===== src/assert_macros.svh =====
// Assertion helpers shared by the reservoir statistics modules.
// Depends on a clock named clk and an active-low reset named arst_n in the user module.
`ifndef ASSERT_MACROS_SVH
`define ASSERT_MACROS_SVH

// Concurrent check sampled on the rising clock, quiet while reset is applied.
`define ASSERT_CLK(label, prop, msg) \
	label: assert property (@(posedge clk) disable iff (!arst_n) (prop)) else $error(msg);

// Check that a condition holds in the cycle after a trigger.
`define ASSERT_NEXT(label, trig, prop, msg) \
	label: assert property (@(posedge clk) disable iff (!arst_n) (trig) |=> (prop)) \
		else $error(msg);

`endif


===== src/lrs_pkg.sv =====
// Shared types and constants for the latency reservoir statistics block.
// No dependencies; imported by every module of the block except lrs_div.
package lrs_pkg;

	localparam int RESERVOIR_SIZE = 64;
	localparam int AW = (RESERVOIR_SIZE > 1) ? $clog2(RESERVOIR_SIZE) : 1;
	localparam int FILL_W = $clog2(RESERVOIR_SIZE + 1);
	localparam int FILLED_W = 7;
	localparam int QUEUE_DEPTH = 4;
	localparam int QAW = $clog2(QUEUE_DEPTH);

	localparam logic [1:0] CMD_RECORD = 2'd0;
	localparam logic [1:0] CMD_QUERY  = 2'd1;
	localparam logic [1:0] CMD_CLEAR  = 2'd2;

	typedef struct packed {
		logic [1:0]  command;
		logic [31:0] latency;
		logic [31:0] random_word;
	} item_t;

endpackage


===== src/lrs_front.sv =====
// Front end: accepts commands, drops unused command codes and queues the rest.
// Depends on lrs_pkg and assert_macros.svh.
`include "assert_macros.svh"
module lrs_front (
	input  logic          clk,
	input  logic          arst_n,
	input  logic          push,
	output logic          full,
	input  logic [1:0]    command,
	input  logic [31:0]   latency,
	input  logic [31:0]   random_word,
	output logic          item_valid,
	output lrs_pkg::item_t item,
	input  logic          take
);
	import lrs_pkg::*;

	item_t             mem_q [QUEUE_DEPTH];
	logic [QAW-1:0]    wr_q;
	logic [QAW-1:0]    rd_q;
	logic [QAW:0]      cnt_q;
	logic              enq;
	logic              deq;

	assign full = (cnt_q == (QAW+1)'(QUEUE_DEPTH));
	assign item_valid = (cnt_q != '0);
	assign item = mem_q[rd_q];
	// Unused command codes are accepted but never reach the back end.
	assign enq = push && !full && (command == CMD_RECORD || command == CMD_QUERY ||
		command == CMD_CLEAR);
	assign deq = take && item_valid;

	always_ff @(posedge clk) begin
		if (enq) begin
			mem_q[wr_q] <= '{command: command, latency: latency, random_word: random_word};
		end
	end

	always_ff @(posedge clk or negedge arst_n) begin
		if (!arst_n) begin
			wr_q <= '0;
			rd_q <= '0;
			cnt_q <= '0;
		end else begin
			if (enq) begin
				wr_q <= wr_q + 1'b1;
			end
			if (deq) begin
				rd_q <= rd_q + 1'b1;
			end
			unique case ({enq, deq})
				2'b10:   cnt_q <= cnt_q + 1'b1;
				2'b01:   cnt_q <= cnt_q - 1'b1;
				default: cnt_q <= cnt_q;
			endcase
		end
	end

	`ASSERT_CLK(a_cnt_bound, cnt_q <= (QAW+1)'(QUEUE_DEPTH), "queue count over depth")
	`ASSERT_CLK(a_take_nonempty, take |-> item_valid, "back end took from an empty queue")
	`ASSERT_CLK(a_no_enq_full, full |-> !enq, "queue written while full")
endmodule


===== config.mk =====
export PLATFORM = sky130hd
export DESIGN_NAME = lrs_front
export DESIGN_NICKNAME = d
export VERILOG_FILES = /design/src/lrs_pkg.sv /design/src/lrs_front.sv
export VERILOG_INCLUDE_DIRS = /design/src /design/src/src
export SDC_FILE = /design/constraint.sdc
export NUM_CORES = 1
export LEC_CHECK = 0
export CAP_MARGIN = 30
export CORE_MARGIN = 10
export CORE_UTILIZATION = 65
export CTS_BUF_LIST = sky130_fd_sc_hd__clkbuf_8
export CTS_CLUSTER_SIZE = 28
export DETAILED_ROUTE_END_ITERATION = 12
export DONT_BUFFER_PORTS = 1
export PLACE_DENSITY = 0.92
export SLEW_MARGIN = 15
export SYNTH_ARGS = -nofsm -noshare
export SYNTH_HDL_FRONTEND = slang
export SYNTH_SLANG_ARGS = --single-unit

===== constraint.sdc =====
create_clock -name clk -period 3.3 [get_ports clk]
set_input_delay 0.165 -clock clk [delete_from_list [all_inputs] [get_ports clk]]
set_output_delay 0.165 -clock clk [all_outputs]
set_load 0.03 [all_outputs]

==> results of run 1 <==
flip-flops by register name, indices dropped and copies added, names as in the netlist:
signal	flops
mem_q	264
wr_q	2
cnt_q	3
rd_q	2
layout by cell type (no fill, tap or decap), drive strengths merged, types with 3 or more instances in the layout:
cell / n
dfrtp: 7
buf: 10
xor2: 3
inv: 23
ha: 5
and2: 4
clkbuf: 48
dlygate4sd3: 70
mux4: 66
clkinv: 11
edfxtp: 264
xnor2: 3
power groups by stage:
stage	Combinational, mW	Clock, mW	Sequential (mW)
floorplan	2.85	0	4.57
global placement	3.01	0	4.87
detailed placement	3.06	0	4.91
CTS	3.17	2.53	4.84
global route	3.29	2.71	4.91
finish	3.13	2.48	4.83
per-stage QoR:
step | setup WS [ns] | utilization [%]
finish | 0.679 | 77.3
global route | 0.495 | 77.3
CTS | 0.600 | 77.3
detailed placement | 1.05 | 67.6
global placement | 1.10 | 67.6
floorplan | 0.237 | -
worst max-delay path: cells and delay by family, from the launching register on:
family / cells / cell delay (ns)
buffers and inverters: 1 / 0.35
DFF: 1 / 0.91
muxes: 1 / 0.66
routing by layer:
metal  global-route usage (%)  part of all wire [%]  vias to the layer above
li1                         -                     -                     1859
met1                     23.6                    37                     2261
met2                     30.7                    52                      175
met3                     6.50                   9.5                       13
met4                     6.02                   1.5                        0
met5                        0                     0                        -
final cells by class:
class / count / area, um2
Tap cell: 188 / 235
Sequential cell: 271 / 8110
Fill cell: 719 / 3440
Multi-Input combinational cell: 90 / 1730
Clock buffer: 48 / 661
Clock inverter: 27 / 105
Timing Repair Buffer: 80 / 838
Antenna cell: 1 / 2.50
Inverter: 7 / 26.3
cell families after synthesis:
family | after synthesis
compound gates | 2
xor+xnor | 6
fa+ha+maj | 6
buf+inv | 22
flops | 271
mux | 68
simple gates | 8
worst max-delay path by stage:
stage / startpoint / endpoint / cells past startpoint
after floorplan: cnt_q[2] / mem_q[2][0] / 3
after global routing: rd_q[0] / item[48] / 2
after detailed placement: cnt_q[2] / mem_q[0][10] / 4
after global placement: cnt_q[2] / mem_q[0][64] / 4
after CTS: rd_q[0] / item[51] / 2
final: rd_q[0] / item[51] / 2
==> flow_metrics.py, run 1 <==
metrics = {
    "floorplanning": {
        "dieArea_um2": 20700,
        "num_io_pins": 138,
        "die_w_um": 144,
        "start_util_pct": 65.9,
        "rows": 45,
        "core-area_um2": 15100,
        "die_h_um": 144,
    },
    "critical_path": {
        "start_kind": "flop",
        "cp.arrival_ns": 2.46,
        "worstSetupPathType": "reg2out",
        "cp_max_fo": 36,
        "worstPathRequired_ns": 3.13,
        "cp-end-kind": "output pin",
        "critPathMaxStageDelay_ns": 0.91,
        "reg2regPathDepth": 9,
        "regToRegSetupSlack_ns": 1.01,
        "rr_startpoint": "cnt_q[2]",
        "cp_cell_sequence": "buf_4, mux4_2",
        "slowest_stage": "dfrtp_4",
        "worstReg2RegEnd": "cnt_q[2]",
    },
    "power_and_ir_drop": {
        "power.switching_mw": 3.62,
        "p_leak_nw": 3.87,
        "power_density_nw_per_um2": 892,
        "pwr-share-seq_pct": 46.3,
        "peakVddDrop_mv": 0.675,
        "switching_share_pct": 34.6,
        "combinationalPowerShare_pct": 30.0,
        "finalPower_mw": 10.4,
        "p_int_mw": 6.83,
        "power.share.clock_pct": 23.8,
    },
    "logic_synthesis": {
        "yosysSeqAreaShare_pct": 81.2,
        "synth_top_family_by_area": "multiplexers",
        "synth_edf_count": 264,
        "ys_top_cells_by_count": "edfxtp_1 (264), mux4_2 (66), dfrtp_1 (7), inv_1 (7), ha_1 (5)",
        "netlist_instances": 383,
        "yosys.area_share.simple_pct": 0.514,
        "synth-compound-area-share_pct": 0.213,
        "synth_top_area_share_pct": 79.4,
        "ys_warn_count": 0,
        "yosys_most_used_dff": "edfxtp_1",
        "syn_nets": 459,
        "yosysTopAreaCell": "edfxtp_1",
        "synthAdderAreaFrac_pct": 0.827,
        "synthMuxAreaShare_pct": 15.1,
        "yosysMostFrequentCell": "edfxtp_1",
        "syn_area_per_cell_um2": 26.1,
        "synth_area_leaders": "edfxtp_1 (79%), mux4_2 (15%), dfrtp_1 (1.8%), ha_1 (0.63%), buf_12 (0.60%)",
        "ys_types": 22,
        "synth_seq_cells": 271,
        "mappedNetlistArea_um2": 9980,
        "synth_xor_area_share_pct": 0.527,
        "async_flop_share_pct": 2.58,
    },
    "outcome": {
        "status": "finished clean",
    },
    "cts": {
        "tritoncts": "yes",
        "cts_buffers": 42,
        "path_clk_slew_ns": 0.06,
        "root_buffer": "clkbuf_8",
        "cts_resized": 0,
        "cts_setup_buffers": 0,
        "htreeDepth": 2,
        "insertion_delay_ns": 0.52,
        "hold_buffers": 70,
        "clockBufferDepth": 3,
        "clock-sinks": 271,
    },
    "timing": {
        "slew_headroom_pct": 36.7,
        "slew_violations": 0,
        "fmax_mhz": 381,
        "fin_skew_ns": 0.0120,
        "fin_crit_ns": 2.62,
        "rsz0062_at_grt": "false",
        "final-setup-viol-count": 0,
        "holdWs_ns": 0.355,
        "fin_crit_sh_pct": 79.4,
        "finalSetupTns_ns": 0,
        "timing.final.hold_violations": 0,
        "worstMarginPinSlew_ns": 0.950,
    },
    "detailed_routing": {
        "viasPerCell": 6.05,
        "antenna_left": 0,
        "drtIter0Drc": 336,
        "vias": 4308,
        "drcViolationCount": 0,
        "drt_wl_total_mm": 18.9,
        "wl_per_cell_um": 26.6,
        "firstDrtPassIters": 4,
    },
    "hold_path": {
        "hold_depth": 1,
        "min_to": "mem_q[1][10]",
        "min_from": "random_word[10]",
        "hp-class": "in2reg",
    },
    "final_layout": {
        "final_layout_size_suffix_gt1_share_pct": 26.0,
        "nets": 568,
        "stdcell_area_um2": 11700,
        "final_cells": 712,
        "syn_to_final_growth_pct": 17.3,
    },
    "placement": {
        "dp_cells": 566,
        "place_area_um2": 10200,
        "port_buffers": 0,
        "hpwl_mm": 11.3,
        "place_congestion": 0.805,
    },
    "grt": {
        "grt_pass1_vias": 4697,
        "antenna_found_initial": 1,
        "grt_overflow_total": 0,
        "grt_max_degree": 68,
        "grt_use_total_pct": 18.9,
        "grt_pass1_wl_mm": 28.9,
    },
    "job": {
        "cap_violations": 0,
    },
}
Power figures use the tool's default switching activity.
==> inputs of run 2 (changes only) <==
clock period = 2.63 ns   (was 3.3 ns; I/O delays follow)
==> run 2 against run 1 <==
- critical path depth grew 5
- sequential power grew 20%
- count of clock-buffer cells in the layout shrank 7
- sequential share of layout area shrank 0.37 points
- worst hold slack lost 0.026 ns
- non-clock buffer count grew 5
- register-to-register slack lost 0.68 ns
- flip-flop and latch count is the same
- combinational power grew 35%
- utilization grew 0.41 points
- clock power grew 25%
- global-route usage is essentially flat
- largest cell class unchanged
==> flow_metrics.py, run 2 (synthesized netlist as in run 1, its figures left out) <==
metrics = {
    "grt": {
        "grt_pass1_vias": 4725,
        "grt_use_total_pct": 18.9,
        "grt_pass1_wl_mm": 29.1,
        "grt_overflow_total": 0,
        "antenna_found_initial": 2,
        "grt_max_degree": 37,
    },
    "final_layout": {
        "nets": 571,
        "syn_to_final_growth_pct": 17.9,
        "finalCoreUtilization_pct": 77.7,
        "largestRegisters": "mem_q (264), cnt_q (3)",
        "seqCellArea_um2": 8110,
        "multi_input_area_um2": 1730,
        "stdcell_area_um2": 11800,
        "regMostFlops": "mem_q",
        "final_layout_size_suffix_gt1_share_pct": 26.6,
        "fill_cells": 755,
        "final_common_cell": "edfxtp_1",
        "largest_register_ffs": 264,
        "final_cells": 713,
        "most-common-layout-cells": "edfxtp_1 (264), dlygate4sd3_1 (70), mux4_2 (66)",
    },
    "placement": {
        "dp_cells": 571,
        "place_area_um2": 10300,
        "place_congestion": 0.748,
        "port_buffers": 0,
        "hpwl_mm": 11.3,
        "dpl_worst_slack_ns": 0.339,
    },
    "detailed_routing": {
        "viasPerCell": 6.01,
        "drtIter0Drc": 322,
        "drt_wl_total_mm": 19.0,
        "antenna_left": 0,
        "drcViolationCount": 0,
        "wl_per_cell_um": 26.7,
        "firstDrtPassIters": 5,
        "vias": 4286,
    },
    "floorplanning": {
        "die_w_um": 144,
        "num_io_pins": 138,
        "die_h_um": 144,
        "start_util_pct": 65.9,
        "dieArea_um2": 20700,
        "core-area_um2": 15100,
        "rows": 45,
    },
    "critical_path": {
        "cp-end-kind": "flop",
        "cp-startpoint": "cnt_q[2]",
        "cp.arrival_ns": 2.73,
        "critPathMaxStageDelay_ns": 0.56,
        "regToRegSetupSlack_ns": 0.33,
        "worstSetupPathType": "reg2reg",
        "worstPathRequired_ns": 3.06,
        "start_kind": "flop",
        "cpMostUsedCell": "inv_1",
        "cp_cell_sequence": "nor3b_2, a211oi_2, inv_1, ha_1, inv_1, fa_1, mux2i_1",
        "cp_max_fo": 7,
        "rr_startpoint": "cnt_q[2]",
        "slowest_stage": "a211oi_2",
    },
    "cts": {
        "htreeDepth": 2,
        "cts_buffers": 40,
        "clockBufferDepth": 3,
        "path_clk_slew_ns": 0.06,
        "insertion_delay_ns": 0.52,
        "tritoncts": "yes",
        "root_buffer": "clkbuf_8",
        "clock-sinks": 271,
        "cts_setup_buffers": 0,
    },
    "job": {
        "cap_violations": 0,
    },
    "timing": {
        "timing.final.hold_violations": 0,
        "final-setup-viol-count": 0,
        "fin_crit_sh_pct": 87.5,
        "worstMarginPinSlew_ns": 0.634,
        "rsz0062_at_grt": "false",
        "finalSetupTns_ns": 0,
        "fmax_mhz": 435,
        "fin_crit_ns": 2.30,
        "slew_violations": 0,
        "slew_headroom_pct": 57.6,
        "fin_skew_ns": 0.0179,
        "setup_slack_ns": 0.330,
    },
    "outcome": {
        "status": "finished clean",
    },
    "hold_path": {
        "min_from": "random_word[7]",
        "hp-class": "in2reg",
    },
    "power_and_ir_drop": {
        "power_density_nw_per_um2": 1120,
        "p_leak_nw": 3.86,
        "peakVddDrop_mv": 0.687,
    },
}
[run 2: cell types whose count changed in the layout (fill, tap and decap cells not counted), sizes merged]
| cell | before | now |
|---|---|---|
| clkinvlp | 0 | 2 |
| inv | 23 | 17 |
| clkbuf | 48 | 41 |
| buf | 10 | 15 |
| diode | 1 | 2 |
| bufinv | 0 | 2 |
| clkinv | 11 | 15 |
[run 2: area by class of cell]
type,instances,share of cell area [%]
flip-flops and latches,271,68.9
multi-input cells,90,14.7
repair buffers,85,7.87
clock buffers,41,4.79
well taps,188,2.00
clock inverters,29,1.48
inverters,7,0.223
diodes,2,0.0425
[run 2: per-stage QoR]
stage,hold WS (ns),power (mW)
floorplan,-0.164,9.30
global placement,-0.163,9.94
detailed placement,-0.163,10.1
CTS,0.283,13.3
global route,0.305,13.7
finish,0.329,13.2
[run 2: path summary, 6_finish.rpt]
kind | endpoint | cells after the start
worst max-delay path | cnt_q[1] | 7
worst min-delay path | mem_q[1][7] | 1
worst max register to register | cnt_q[1] | 7
worst min register to register | cnt_q[2] | 1
max in group asynchronous | rd_q[1] | 2
min in group asynchronous | rd_q[0] | 2
[run 2: where the power goes]
group	internal [mW]	leakage, nW	switching, mW	total [mW]
clock	1.65	0.410	1.47	3.11
sequential	5.51	2.49	0.306	5.81
combinational	1.46	0.963	2.76	4.23
total	8.62	3.86	4.54	13.2
[run 2: per-layer routing]
layer / routed length (um) / vias to the layer above / GRT usage [%] / part of all wire (%)
met5: 0 / - / 0 / 0
met1: 6870 / 2248 / 22.8 / 36
met3: 1700 / 19 / 7.10 / 8.9
met4: 192 / 0 / 4.46 / 1.0
met2: 10300 / 152 / 31.7 / 54
li1: - / 1867 / - / -
[run 2: worst max-delay path, delay by kind of cell (launching register included)]
family                   cells  cell delay [ns]
AO/OA/AOI/OAI                1             0.56
adder cells (fa/ha/maj)      2             0.68
buffers and inverters        2             0.19
flip-flops                   1             0.41
multiplexers                 1             0.18
AND/OR/NAND/NOR              1             0.19
[run 2: timing repair]
action | 4_1_cts | 5_1_grt
resized for setup | 0 | 0
endpoints found under the hold margin | 275 | 0
setup endpoints to repair | 0 | 0
hold buffers | 70 | 0
